**src/ihg_pkg.sv**
```systemverilog
// Shared types and constants for the IPv4 header generator.
// No dependencies; every other file imports this package.
package ihg_pkg;

	localparam int HDR_WORDS  = 5;
	localparam int IDX_W      = 3;
	localparam int CFG_IDX_W  = 3;
	localparam int CFG_DATA_W = 32;
	localparam int Q_DEPTH    = 4;
	localparam int Q_PTR_W    = 2;
	localparam int Q_CNT_W    = 3;

	localparam logic [7:0]       VER_IHL   = 8'h45;
	localparam logic [15:0]      HDR_BYTES = 16'd20;
	localparam logic [IDX_W-1:0] LAST_IDX  = IDX_W'(HDR_WORDS - 1);

	typedef logic [31:0] word_t;
	typedef word_t [HDR_WORDS-1:0] hdr_t;

	typedef enum logic [CFG_IDX_W-1:0] {
		REG_DSCP  = 3'd0,
		REG_ECN   = 3'd1,
		REG_DF    = 3'd2,
		REG_PROTO = 3'd3,
		REG_SRC   = 3'd4,
		REG_DST   = 3'd5
	} cfg_reg_e;

	typedef struct packed {
		logic [5:0] dscp;
		logic [1:0] ecn;
		logic       df;
		logic [7:0] proto;
		word_t      src;
		word_t      dst;
	} cfg_t;

	typedef struct packed {
		logic empty;
		logic full;
	} q_stat_t;

endpackage

```
**src/ihg_front.sv**
```systemverilog
// Front end: captures a request, assembles the header words and computes
// the header checksum over three pipeline stages. Depends on ihg_pkg.
module ihg_front (
	input  logic             clk,
	input  logic             arst_n,
	input  logic             accept,
	input  ihg_pkg::cfg_t    cfg,
	input  logic [15:0]      payload_len,
	input  logic [15:0]      ident,
	input  logic [7:0]       hop_limit,
	input  logic             more_fragments,
	input  logic [12:0]      fragment_offset,
	output logic             push,
	output ihg_pkg::hdr_t    hdr
);
	import ihg_pkg::*;

	logic        valid_s1, valid_s2, push_s3;
	hdr_t        hdr_s1, hdr_s2, hdr_s3;
	logic [18:0] suma_s2;
	logic [17:0] sumb_s2;
	hdr_t        hdr_d;
	logic [15:0] total;
	logic [18:0] suma_d;
	logic [17:0] sumb_d;
	logic [19:0] sum;
	logic [16:0] fold1;
	logic [15:0] fold2;
	hdr_t        hdr_fin;

	// Stage 1 input: the header with the checksum field at zero.
	always_comb begin
		total    = 16'(HDR_BYTES + payload_len);
		hdr_d[0] = {VER_IHL, cfg.dscp, cfg.ecn, total};
		hdr_d[1] = {ident, 1'b0, cfg.df, more_fragments, fragment_offset};
		hdr_d[2] = {hop_limit, cfg.proto, 16'h0000};
		hdr_d[3] = cfg.src;
		hdr_d[4] = cfg.dst;
	end

	// Stage 2 input: two partial sums of the 16-bit halves.
	always_comb begin
		suma_d = 19'(hdr_s1[0][31:16]) + 19'(hdr_s1[0][15:0])
		       + 19'(hdr_s1[1][31:16]) + 19'(hdr_s1[1][15:0])
		       + 19'(hdr_s1[2][31:16]) + 19'(hdr_s1[2][15:0]);
		sumb_d = 18'(hdr_s1[3][31:16]) + 18'(hdr_s1[3][15:0])
		       + 18'(hdr_s1[4][31:16]) + 18'(hdr_s1[4][15:0]);
	end

	// Stage 3 input: combine, fold the carries back twice and invert.
	always_comb begin
		sum     = 20'(suma_s2) + 20'(sumb_s2);
		fold1   = 17'(sum[19:16]) + 17'(sum[15:0]);
		fold2   = 16'(17'(fold1[16]) + 17'(fold1[15:0]));
		hdr_fin = hdr_s2;
		hdr_fin[2][15:0] = ~fold2;
	end

	always_ff @(posedge clk or negedge arst_n) begin
		if (!arst_n) begin
			valid_s1 <= 1'b0;
			valid_s2 <= 1'b0;
			push_s3  <= 1'b0;
		end else begin
			valid_s1 <= accept;
			valid_s2 <= valid_s1;
			push_s3  <= valid_s2;
		end
	end

	always_ff @(posedge clk) begin
		if (accept) begin
			hdr_s1 <= hdr_d;
		end
		if (valid_s1) begin
			hdr_s2  <= hdr_s1;
			suma_s2 <= suma_d;
			sumb_s2 <= sumb_d;
		end
		if (valid_s2) begin
			hdr_s3 <= hdr_fin;
		end
	end

	assign push = push_s3;
	assign hdr  = hdr_s3;

endmodule

```
**src/ihg_queue.sv**
```systemverilog
// Small queue of finished headers between the front and back ends.
// Depends on ihg_pkg.
module ihg_queue (
	input  logic             clk,
	input  logic             arst_n,
	input  logic             push,
	input  ihg_pkg::hdr_t    wr_data,
	input  logic             pop,
	output ihg_pkg::hdr_t    rd_data,
	output ihg_pkg::q_stat_t stat
);
	import ihg_pkg::*;

	hdr_t               mem_q [Q_DEPTH];
	logic [Q_PTR_W-1:0] wr_ptr_q, rd_ptr_q;
	logic [Q_CNT_W-1:0] count_q;

	always_ff @(posedge clk) begin
		if (push) begin
			mem_q[wr_ptr_q] <= wr_data;
		end
	end

	always_ff @(posedge clk or negedge arst_n) begin
		if (!arst_n) begin
			wr_ptr_q <= '0;
			rd_ptr_q <= '0;
			count_q  <= '0;
		end else begin
			if (push) begin
				wr_ptr_q <= Q_PTR_W'(wr_ptr_q + 1'b1);
			end
			if (pop) begin
				rd_ptr_q <= Q_PTR_W'(rd_ptr_q + 1'b1);
			end
			if (push && !pop) begin
				count_q <= Q_CNT_W'(count_q + 1'b1);
			end else if (pop && !push) begin
				count_q <= Q_CNT_W'(count_q - 1'b1);
			end
		end
	end

	assign rd_data    = mem_q[rd_ptr_q];
	assign stat.empty = (count_q == '0);
	assign stat.full  = (count_q == Q_CNT_W'(Q_DEPTH));

endmodule

```
**src/ihg_back.sv**
```systemverilog
// Back end: takes one header from the queue and sends it out as five
// registered 32-bit words, one per cycle. Depends on ihg_pkg.
module ihg_back (
	input  logic             clk,
	input  logic             arst_n,
	input  ihg_pkg::q_stat_t stat,
	input  ihg_pkg::hdr_t    head,
	output logic             pop,
	output logic             word_valid,
	output logic [31:0]      header_word,
	output logic [2:0]       word_index,
	output logic             last_word
);
	import ihg_pkg::*;

	logic             active_q;
	logic [IDX_W-1:0] cnt_q;
	hdr_t             words_q;
	logic             valid_q;
	word_t            word_q;
	logic [IDX_W-1:0] index_q;
	logic             last_q;

	// The next header is loaded while the last word of the current one goes out.
	assign pop = !stat.empty && (!active_q || cnt_q == LAST_IDX);

	always_ff @(posedge clk or negedge arst_n) begin
		if (!arst_n) begin
			active_q <= 1'b0;
			cnt_q    <= '0;
			valid_q  <= 1'b0;
		end else begin
			valid_q <= active_q;
			if (pop) begin
				active_q <= 1'b1;
				cnt_q    <= '0;
			end else if (active_q) begin
				if (cnt_q == LAST_IDX) begin
					active_q <= 1'b0;
				end else begin
					cnt_q <= IDX_W'(cnt_q + 1'b1);
				end
			end
		end
	end

	always_ff @(posedge clk) begin
		if (pop) begin
			words_q <= head;
		end
		word_q  <= words_q[cnt_q];
		index_q <= cnt_q;
		last_q  <= (cnt_q == LAST_IDX);
	end

	assign word_valid  = valid_q;
	assign header_word = word_q;
	assign word_index  = index_q;
	assign last_word   = last_q;

endmodule

```
**src/ipv4_header_generator_unit.sv**
```systemverilog
// Top level of the IPv4 header generator: configuration registers, request
// credit count, front end, header queue and back end. Depends on ihg_pkg,
// ihg_front, ihg_queue and ihg_back.
//
//   Channel   Ports                                        Transfer when
//   -------   ------------------------------------------   ------------------------
//   request   payload_len ident hop_limit more_fragments   start high, busy low
//             fragment_offset
//   result    header_word word_index last_word             word_valid high
//   config    cfg_index cfg_wdata                          cfg_we high
//
// Each request produces five header words on consecutive cycles, and the
// single 32-bit result port sets the sustained request rate. Requests may
// arrive back to back: up to four requests can be in the front pipeline
// and the queue at once, and busy rises only when all four slots are taken.
// The receiver cannot stall, so words leave on fixed cycles. Reset clears
// all control state and sets every configuration register to zero.
module ipv4_header_generator_unit (
	input  logic                               clk,
	input  logic                               arst_n,
	input  logic                               start,
	output logic                               busy,
	input  logic [15:0]                        payload_len,
	input  logic [15:0]                        ident,
	input  logic [7:0]                         hop_limit,
	input  logic                               more_fragments,
	input  logic [12:0]                        fragment_offset,
	output logic                               word_valid,
	output logic [31:0]                        header_word,
	output logic [2:0]                         word_index,
	output logic                               last_word,
	input  logic                               cfg_we,
	input  logic [ihg_pkg::CFG_IDX_W-1:0]      cfg_index,
	input  logic [ihg_pkg::CFG_DATA_W-1:0]     cfg_wdata
);
	import ihg_pkg::*;

	cfg_t               cfg_q;
	logic [Q_CNT_W-1:0] credits_q;
	logic               accept;
	logic               push;
	hdr_t               push_hdr;
	logic               pop;
	hdr_t               head;
	q_stat_t            qstat;

	// Configuration writes. Indexes past the last register are dropped, and
	// bits above each register's width are ignored.
	always_ff @(posedge clk or negedge arst_n) begin
		if (!arst_n) begin
			cfg_q <= '0;
		end else if (cfg_we) begin
			unique case (cfg_reg_e'(cfg_index))
				REG_DSCP:  cfg_q.dscp  <= cfg_wdata[5:0];
				REG_ECN:   cfg_q.ecn   <= cfg_wdata[1:0];
				REG_DF:    cfg_q.df    <= cfg_wdata[0];
				REG_PROTO: cfg_q.proto <= cfg_wdata[7:0];
				REG_SRC:   cfg_q.src   <= cfg_wdata;
				REG_DST:   cfg_q.dst   <= cfg_wdata;
				default: ;
			endcase
		end
	end

	// A credit is taken when a request is transferred and returned when the
	// back end lifts its header out of the queue. Because the front pipeline
	// never stalls, this guarantees a queue slot for every request in flight.
	assign busy   = (credits_q == Q_CNT_W'(Q_DEPTH));
	assign accept = start && !busy;

	always_ff @(posedge clk or negedge arst_n) begin
		if (!arst_n) begin
			credits_q <= '0;
		end else if (accept && !pop) begin
			credits_q <= Q_CNT_W'(credits_q + 1'b1);
		end else if (pop && !accept) begin
			credits_q <= Q_CNT_W'(credits_q - 1'b1);
		end
	end

	ihg_front u_front (
		.clk             (clk),
		.arst_n          (arst_n),
		.accept          (accept),
		.cfg             (cfg_q),
		.payload_len     (payload_len),
		.ident           (ident),
		.hop_limit       (hop_limit),
		.more_fragments  (more_fragments),
		.fragment_offset (fragment_offset),
		.push            (push),
		.hdr             (push_hdr)
	);

	ihg_queue u_queue (
		.clk     (clk),
		.arst_n  (arst_n),
		.push    (push),
		.wr_data (push_hdr),
		.pop     (pop),
		.rd_data (head),
		.stat    (qstat)
	);

	ihg_back u_back (
		.clk         (clk),
		.arst_n      (arst_n),
		.stat        (qstat),
		.head        (head),
		.pop         (pop),
		.word_valid  (word_valid),
		.header_word (header_word),
		.word_index  (word_index),
		.last_word   (last_word)
	);

	// The credit count must keep the queue from overflowing.
	a_no_push_when_full: assert property (@(posedge clk) disable iff (!arst_n)
		push |-> !qstat.full)
		else $error("header pushed into a full queue");

	// With no credits out, nothing may sit in the queue.
	a_idle_queue_empty: assert property (@(posedge clk) disable iff (!arst_n)
		(credits_q == '0) |-> qstat.empty)
		else $error("queue holds a header with no request outstanding");

	// Within a header, words follow on consecutive cycles in order.
	a_word_sequence: assert property (@(posedge clk) disable iff (!arst_n)
		(word_valid && !last_word) |=>
			(word_valid && word_index == IDX_W'($past(word_index) + 1'b1)))
		else $error("header words not sent back to back in order");

	// The final-word flag marks the fifth word and no other.
	a_last_flag: assert property (@(posedge clk) disable iff (!arst_n)
		word_valid |-> (last_word == (word_index == LAST_IDX)))
		else $error("last_word does not match word_index");

endmodule
```
**config.mk**
```make
export PLATFORM = sky130hd
export DESIGN_NAME = ipv4_header_generator_unit
export DESIGN_NICKNAME = d
export VERILOG_FILES = /design/src/ihg_pkg.sv /design/src/ihg_front.sv /design/src/ihg_queue.sv /design/src/ihg_back.sv /design/src/ipv4_header_generator_unit.sv
export SDC_FILE = /design/constraint.sdc
export NUM_CORES = 1
export LEC_CHECK = 0
export ABC_AREA = 0
export BUFFER_PORTS_ARGS = -buffer_cell sky130_fd_sc_hd__buf_2
export CAP_MARGIN = 20
export CORE_MARGIN = 2
export CORE_UTILIZATION = 65
export DETAILED_ROUTE_END_ITERATION = 6
export GPL_TIMING_DRIVEN = 0
export PLACE_DENSITY = 0.84
export SLEW_MARGIN = 5
export SYNTH_ARGS = -nofsm -noshare
export SYNTH_HDL_FRONTEND = slang
export SYNTH_SLANG_ARGS = --single-unit
```
**constraint.sdc**
```tcl
create_clock -name clk -period 30.2 [get_ports clk]
set_clock_uncertainty 0.15 [all_clocks]
set_input_delay 3.02 -clock clk [delete_from_list [all_inputs] [get_ports clk]]
set_output_delay 3.02 -clock clk [all_outputs]
set_load 0.01 [all_outputs]
```
Word level (Yosys, flattened, before mapping)
Memories as Yosys holds them, arrays and structs flattened. A register that Yosys moved wholly into a read port is not among the register bits.
Cells that the tools add are included.
Operators by class
  add/sub/neg operators: 18
  order comparisons: 1
  equal/unequal tests: 8
  muxes and demuxes: 14
  bitwise logic cells: 1
  reductions and logical operators: 25
Operator list (count)
  32-bit binary-select mux with 3-bit select: 1
  19-bit by 16-bit adder with 19-bit output: 2
  18-bit by 16-bit adder with 18-bit output: 2
  32-bit 2-to-1 mux: 1
  3-bit 2-to-1 mux: 7
  19-bit by 18-bit adder with 20-bit output: 1
  19-bit by 15-bit adder with 19-bit output: 1
  15-bit by 16-bit adder with 17-bit output: 1
  16-bit by 16-bit adder with 17-bit output: 1
  4-bit by 16-bit adder with 17-bit output: 1
  1-bit by 16-bit adder with 16-bit output: 1
  5-bit by 16-bit adder with 16-bit output (first input constant): 1
  16-bit NOT: 1
  2-bit AND reduction: 7
  3-bit equality test (second input constant): 4
  3-bit by 1-bit adder with 3-bit output (second input constant): 3
  3-bit by 2-bit equality test with 1-bit output (second input constant): 2
  1-bit logical AND: 6
  1-bit zero test: 6
  3-bit zero test: 2
  2-bit nonzero test: 3
  3-bit by 1-bit subtractor with 3-bit output (second input constant): 2
  1-bit 2-to-1 mux: 5
  2-bit by 1-bit adder with 2-bit output (second input constant): 2
  4 further kinds: 4
Word-level totals
  register bits: 657
  bits in writable memories: 604
  bits of input ports: 93
  output and inout bits: 38
  word-level logic and storage cells: 106
  memories: 1
Memory list
  u_queue.mem_q: depth 4, width 151, rd ports 1, clocked after memory_dff 1, write ports 1, RTL line ihg_queue.sv:14  | hdr_t mem_q [Q_DEPTH];

Logic depth before layout (Yosys ltp)
Gate-level depths: netlist (run 1).
  depth after elaboration: 7
  mapped depth: 32
  gate-level depth less buffers: 32

Cells and area by module
A second synthesis (run 1) with hierarchy kept.
Unflattened totals
  cells, all modules: 2515
  area total of the unflattened synthesis: 52880.7 um^2
By module, submodules not included
  ihg_queue: instances 1, cells each 870, area an instance 23450.0 um^2
  ihg_front: instances 1, cells each 1088, area an instance 19077.0 um^2
  ihg_back: instances 1, cells each 367, area an instance 7084.3 um^2
  ipv4_header_generator_unit: instances 1, cells each 190, area an instance 3269.4 um^2

Worst setup path before layout (run 1)
No wires, ideal clock.
  kind: input port to flip-flop
  from: input start
  to: register credits_q[2]
  setup time: 0.079 ns
  arrival: 10.627 ns
  data required time: 29.971 ns
  slack: 19.344 ns
  stages: 7
  cell sequence: nor2b_1 ha_1 inv_1 fa_1 xor2_1 nor2_1 xor2_1
On the way
  word-level cells in the longest chain between the ends: 4
  elaborated cells between the ends (all ways): 6
RTL lines
  start: declaration: RTL line ipv4_header_generator_unit.sv:21  | input logic start,
  1-bit logical AND *: RTL line ipv4_header_generator_unit.sv:69  | assign accept = start && !busy;
  1-bit zero test: RTL line ipv4_header_generator_unit.sv:76  | end else if (pop && !accept) begin
  1-bit logical AND: RTL line ipv4_header_generator_unit.sv:76
  2-bit nonzero test (no source line)
  end signal: assignment: RTL line ipv4_header_generator_unit.sv:75  | credits_q <= Q_CNT_W'(credits_q + 1'b1);
  end signal: assignment: RTL line ipv4_header_generator_unit.sv:77  | credits_q <= Q_CNT_W'(credits_q - 1'b1);
  end: declaration: RTL line ipv4_header_generator_unit.sv:39  | logic [Q_CNT_W-1:0] credits_q;
Every way passes the cells marked *; elsewhere a longest branch is shown, timed or not.
A chain may end at the register's enable or synchronous reset.

==> metrics.md, run 1 <==
| Metric | Value |
|---|---|
| Cts hold-fix bufs | 0 |
| Crit path max fanout | 7 |
| Via count | 27,092 |
| Largest cells by area after synthesis | edfxtp_1, mux4_2, dfrtp_1, ha_1, fa_1 |
| # setup viols final | 0 |
| Die span in x | 285 um |
| I/O pins | 131 |
| Synth area leader | edfxtp_1 |
| Share of cells above drive strength 1 | 20.4% |
| Die Footprint | 0.0811 mm^2 |
| Root cell of the clock tree | clkbuf_16 |
| Syn avg cell area | 19.4 um^2 |
| Largest stage delay, worst path | 0.54 ns |
| Instance count of the mapped netlist | 2,644 |
| Yosys reg bits | 1,348 |
| EDFF count, synth | 1,213 |
| # nets final | 3,177 |
| Fmax | 130 MHz |
| Flop-to-flop setup slack | 22.48 ns |
| Clock latency on the worst-skew pair | 0.74 ns |
| Top cells by count, synth | edfxtp_1, inv_1, mux4_2, dfrtp_1, a21oi_1 |
| Placed cell area | 0.0539 mm^2 |
| Post-Syn Area | 0.0513 mm^2 |
| Yosys top cell area share | 71.0% |
| CTS Buffer Depth | 3 |
| Clock sinks | 1,348 |
| Setup Buffers After CTS | 0 |
| TritonCTS clock tree | built |
| Finished Cell Area | 0.0584 mm^2 |
| Worst-path clk slew | 0.07 ns |
| Final HPWL DP | 80,900 um |
| Warnings from Yosys | 0 |
| Final ANT Viol Nets | 0 |
| 1st-iter DRT viols | 3,999 |
| Router iterations before antenna repair | 6 |
| DRC | 0 |
| Status | finished, final reports clean |
| Leakage power | 20.8 nW |
| Total CTS buffers | 131 |
| Hold Violations, Final | 0 |
| Largest net degree at the start of global routing | 66 |
| Vias in the first global route | 27,456 |
| Fill count | 3,914 |
| DR vias/cell | 6.63 |
| First-pass GRT wire length | 187,000 um |
| Initial Util | 66.0% |
| Final Power | 7.11 mW |
| Total track usage | 32.4% |
| RSZ-0062 raised after global routing | false |
| Power Density | 122 mW/mm^2 |
| Worst r2r path cells | 31 |
| Rows | 102 |
| Hold/Removal Path Class | flip-flop to flip-flop |
| Core box area | 0.0777 mm^2 |
| Dpl cells | 3,840 |
| Worst Path Required | 30.51 ns |
| Maxcap violations | 0 |
| Setup TNS | 0 ns |
| Most used flip-flop cell after synthesis | edfxtp_1 |
| Max IR drop VDD | 77.4 uV |
| Worst path slowest cell | or3b_2 |
| Non-filler cells, final | 4,088 |
| Worst EP arrival | 8.03 ns |
| Synthesized Nets | 2,883 |
| Worst-margin pin slew | 1.07 ns |
| WL/cell | 31.9 um |
| CP Capture Type | flip-flop |
| Hold path depth | 0 |
| Resized Gates After CTS | 0 |
| Cell with the most instances after synthesis | edfxtp_1 |
| Total wire length | 130,000 um |
| Post-synthesis sequential area ratio | 77.3% |
| Unique masters post-synth | 76 |
| Routability cong. | 0.936 |
| Asr flop ratio synth | 7.34% |
| CP dominant cell by count | ha_1 |
| Layout area overhead | 13.8% |
| Final Max Slew Viols | 0 |
| Die H | 285 um |
| Slew margin rel. | 28.4% |
| Min Tclk post-route | 7.72 ns |
| Setup CP Type | flip-flop to flip-flop |
| Startpoint Class | flip-flop |
| Count of input and output buffers | 129 |
| H-tree levels | 4 |
| Grt ovf | 0 |
| Initial antenna violation count | 17 |
| Period utilization | 25.6% |
[logic make-up after synthesis]
logic type / synth area share (%)
xor+xnor: 1.84
fa+ha+maj: 4.35
mux: 8.69
buf+inv: 1.74
flops: 77.3
compound gates: 3.41
simple gates: 2.67
[worst max-delay path: cells and delay by family (launching register included)]
family | cells | cell delay [ns]
xor+xnor | 2 | 0.36
compound gates | 9 | 1.92
fa+ha+maj | 5 | 1.47
flops | 1 | 0.45
buf+inv | 2 | 0.26
simple gates | 13 | 2.85
[metal layers]
layer	part of all wire (%)	up-vias	GRT usage (%)
met5	0.051	-	0
met4	5.7	10	15.6
met3	12	451	8.41
met2	48	2203	51.3
met1	34	13595	42.8
li1	-	10833	-
[final cells by class]
cell class / count / area [um^2] / share of cell area, %
Timing Repair Buffer: 161 / 1410 / 2.42
Clock buffer: 167 / 3640 / 6.23
Inverter: 168 / 631 / 1.08
Buffer: 68 / 264 / 0.452
Antenna cell: 2 / 5.00 / 0.00858
Multi-Input combinational cell: 1060 / 10800 / 18.5
Sequential cell: 1348 / 39600 / 67.9
Clock inverter: 74 / 698 / 1.20
Tap cell: 1040 / 1300 / 2.23
[registers in the layout, indices dropped and copies added, names as in the netlist, 18 cells and up]
name and cells:
u_front.sumb_s2 18, u_back.header_word 32, u_front.hdr_fin 135, u_back.words_q 151
cfg_q 81, u_queue.mem_q 604, u_front.hdr_s1 135, u_front.suma_s2 19
u_front.hdr 151
[layout by cell type, fill, tap and decap left out, types with 20 or more instances in the layout]
master and instances:
dfrtp_1 97, clkbuf_1 63, edfxtp_1 1213, mux2_2 83
xor2_1 34, xnor2_1 74, buf_1 24, fa_1 54
dfxtp_1 36, clkbuf_16 138, o22ai_1 27, clkinv_1 27
a22oi_1 23, o21ai_0 47, a21o_1 24, nand2_1 70
a21oi_1 96, clkinv_2 22, mux4_2 151, ha_1 92
buf_2 128, buf_16 20, nor2_1 93, inv_1 166
[per-stage QoR]
| step | setup WS, ns | util [%] | hold slack, ns |
|---|---|---|---|
| 2_1_floorplan | 19.34 | - | 0.229 |
| 3_3_place_gp | 14.83 | 68.5 | 0.246 |
| 3_5_place_dp | 22.94 | 69.4 | 0.255 |
| 4_1_cts | 22.65 | 75.0 | 0.265 |
| 5_1_grt | 22.29 | 75.1 | 0.274 |
| 6_report | 22.48 | 75.1 | 0.265 |
[where the power goes]
group | total [mW] | switching, mW | internal, mW
clock | 1.66 | 0.709 | 0.951
sequential | 3.05 | 0.302 | 2.74
combinational | 2.41 | 1.47 | 0.937
[worst paths after layout]
path	from	to
max	u_front.sumb_s2[7]	u_front.hdr[78]
min	u_front.hdr_fin[136]	u_front.hdr[136]
max reg2reg	u_front.sumb_s2[7]	u_front.hdr[78]
min reg2reg	u_front.hdr_fin[136]	u_front.hdr[136]
max in group asynchronous	arst_n	u_queue.count_q[1]
min in group asynchronous	arst_n	cfg_q[42]
Power figures use the tool's default switching activity.
==> inputs of run 2 (changes only) <==
--- a/config.mk
+++ b/config.mk
@@ -9,10 +9,10 @@
 export BUFFER_PORTS_ARGS = -buffer_cell sky130_fd_sc_hd__buf_2
 export CAP_MARGIN = 20
 export CORE_MARGIN = 2
-export CORE_UTILIZATION = 65
+export CORE_UTILIZATION = 56
 export DETAILED_ROUTE_END_ITERATION = 6
 export GPL_TIMING_DRIVEN = 0
-export PLACE_DENSITY = 0.84
+export PLACE_DENSITY = 0.78
 export SLEW_MARGIN = 5
 export SYNTH_ARGS = -nofsm -noshare
 export SYNTH_HDL_FRONTEND = slang
==> constraint.sdc (replaced) <==
create_clock -name clk -period 6.3 [get_ports clk]
set_clock_uncertainty 0.15 [all_clocks]
set_input_delay 0.63 -clock clk [delete_from_list [all_inputs] [get_ports clk]]
set_output_delay 0.63 -clock clk [all_outputs]
set_load 0.01 [all_outputs]
==> metrics.md, run 2 (synthesis results as in run 1) <==
| Metric | Value |
|---|---|
| Flop-to-flop setup slack | -0.34 ns (-22.82 ns) |
| Total wire length | 123,000 um (-5.5%) |
| Worst Path Required | 6.63 ns (-23.88 ns) |
| Largest stage delay, worst path | 0.47 ns (-0.07 ns) |
| Hold Violations, Final | 0 (unchanged) |
| Die Footprint | 0.0940 mm^2 (+16%) |
| Pre-CTS setup slack | -0.914 ns (-23.86 ns) |
| Min Tclk post-route | 6.64 ns (-1.08 ns) |
| Startpoint Class | flip-flop |
| Finished Cell Area | 0.0594 mm^2 (+1.8%) |
| Total track usage | 26.7% (-5.7 points) |
| Final Max Slew Viols | 0 (unchanged) |
| Root cell of the clock tree | clkbuf_16 |
| Period utilization | 105% (+80 points) |
| Final HPWL DP | 78,600 um (-2.9%) |
| Leakage power | 21.2 nW (+1.8%) |
| Final ANT Viol Nets | 0 (unchanged) |
| Layout area overhead | 15.9% |
| Final Power | 34.0 mW (+380%) |
| Core box area | 0.0904 mm^2 (+16%) |
| Violations in the final reports | design-rule violations, negative setup slack |
| TritonCTS clock tree | built |
| Worst path slowest cell | or3b_4 |
| # setup viols final | 7 (+7) |
| Worst r2r src | u_front.suma_s2[1] |
| Worst r2r path cells | 28 (-9.7%) |
| Initial Util | 56.7% (-9.3 points) |
| Hold EP | cfg_q[11] |
| Maxcap violations | 0 (unchanged) |
| CP dominant cell by count | and3_4 |
| Biggest register | u_queue.mem_q |
| Hold/Removal Path Class | input pin to flip-flop |
| I/O pins | 131 (unchanged) |
| Die H | 307 um (+7.6%) |
| R2R Path End | u_front.hdr[77] |
| DR vias/cell | 6.11 (-7.9%) |
| Total CTS buffers | 130 (-0.76%) |
| H-tree levels | 4 (unchanged) |
| Fmax | 151 MHz (+16%) |
| Vias in the first global route | 26,822 (-2.3%) |
| 1st-iter DRT viols | 3,526 (-12%) |
| Worst-margin pin slew | 1.09 ns (+0.0183 ns) |
| Setup WS post-layout | -0.337 ns (-22.82 ns) |
| Max FFs per register | 604 (unchanged) |
| Multi-input gate area | 0.0110 mm^2 (+1.8%) |
| WL/cell | 28.6 um (-11%) |
| Placed cell area | 0.0540 mm^2 (+0.16%) |
| Setup CP Type | flip-flop to flip-flop |
| Initial antenna violation count | 10 (-7) |
| Max IR drop VDD | 472 uV (+510%) |
| DRC | 4 (+4) |
| CP Capture Type | flip-flop |
| Power Density | 572 mW/mm^2 (+370%) |
| Crit-path leading delay family | simple AND/OR/NAND/NOR gates |
| Hold WS | 0.0461 ns (-0.219 ns) |
| Most frequent cells in the layout | edfxtp_1, inv_1, mux4_2, clkbuf_16, buf_2 |
| Crit path max fanout | 3 (-4) |
| Routability cong. | 0.938 (+0.26%) |
| RSZ-0062 raised after global routing | true |
| Final Core Density | 65.7% (-9.4 points) |
| Fill count | 5,561 (+42%) |
| Share of cells above drive strength 1 | 21.9% (+1.5 points) |
| First-pass GRT wire length | 179,000 um (-4.1%) |
| Hold path depth | 2 (+2) |
| Grt ovf | 0 (unchanged) |
| Slew margin rel. | 26.7% (-1.8 points) |
| Status | finished, violations left |
| CTS Buffer Depth | 3 (unchanged) |
| Hold_sp | cfg_wdata[11] |
| Buf+Inv Stages, Crit Path | 0 (-2) |
| Via count | 26,353 (-2.7%) |
| Setup TNS | -1.63 ns (-1.63 ns) |
| FF/Latch Area | 0.0396 mm^2 (unchanged) |
| Worst-path clk slew | 0.06 ns (about the same) |
| Ant diodes | 0 (-2) |
| Most common cell after layout, fill and taps aside | edfxtp_1 |
| Non-filler cells, final | 4,316 (+5.6%) |
| Clock latency on the worst-skew pair | 0.76 ns (+0.02 ns) |
| Worst EP arrival | 6.97 ns (-1.06 ns) |
| Clock sinks | 1,348 (unchanged) |
| Dpl cells | 3,973 (+3.5%) |
| Largest net degree at the start of global routing | 63 (-4.5%) |
| Router iterations before antenna repair | 7 (+1) |
| Die span in x | 307 um (+7.6%) |
| Count of input and output buffers | 129 (unchanged) |
| # nets final | 3,271 (+3.0%) |
| Rows | 110 (+7.8%) |
==> run 2: cell types whose count changed in the layout (fill, tap and decap cells not counted), moves of 5 or more <==
cell / previous run / this run
clkbuf_16: 138 / 131
buf_4: 1 / 34
clkinv_1: 27 / 20
buf_16: 20 / 14
ha_1: 92 / 82
a21oi_1: 96 / 91
dlygate4sd3_1: 0 / 64
ha_2: 0 / 6
==> run 2: area by class of cell <==
| class | count | share of cell area, % |
|---|---|---|
| clock inverter | 79 | 1.35 |
| sequential | 1348 | 66.7 |
| multi-input combinational | 1060 | 18.5 |
| clock buffer | 161 | 5.81 |
| timing repair buffer | 257 | 3.71 |
| inverter | 168 | 1.06 |
| buffer | 67 | 0.436 |
| tap | 1176 | 2.48 |
==> run 2: metal layers <==
layer  routed length, um  up-vias  track usage (%)  part of all wire [%]
li1                    -    11024                -                     -
met1               45600    13408             35.2                    37
met2               60000     1599             43.2                    49
met3               11500      316             5.91                   9.4
met4                6060        6             12.2                   4.9
met5                  34        -                0                 0.028
==> run 2: how the worst max path moves through the flow <==
stage,start,to,depth (start not counted)
after floorplan,u_front.sumb_s2[1],u_front.hdr[77],28
after global placement,u_back.cnt_q[1],credits_q[1],12
after detailed placement,u_front.sumb_s2[6],u_front.hdr[79],28
after CTS,u_front.suma_s2[1],u_front.hdr[77],28
after global routing,u_front.suma_s2[4],u_front.hdr[79],28
final,u_front.suma_s2[1],u_front.hdr[77],28
==> run 2: where the power goes <==
part / switching (mW) / internal, mW
logic: 6.96 / 4.79
registers: 1.36 / 13.1
clock network: 3.42 / 4.34
total: 11.7 / 22.3
==> run 2: repair_timing <==
item,4_1_cts,5_1_grt
hold endpoints to repair,123,0
resized for setup,31,13
buffers inserted,26,12
setup endpoints to repair,11,12
hold buffers,64,0
pin swaps,30,16
==> run 2: worst register-to-register path: cells and delay by family, from the launching register on <==
family | cells | cell delay (ns)
and+or+nand+nor | 14 | 2.95
AOI/OAI and AO/OA | 9 | 1.59
adders and majority gates | 3 | 0.92
DFF | 1 | 0.42
xor gates and xnor gates | 2 | 0.33
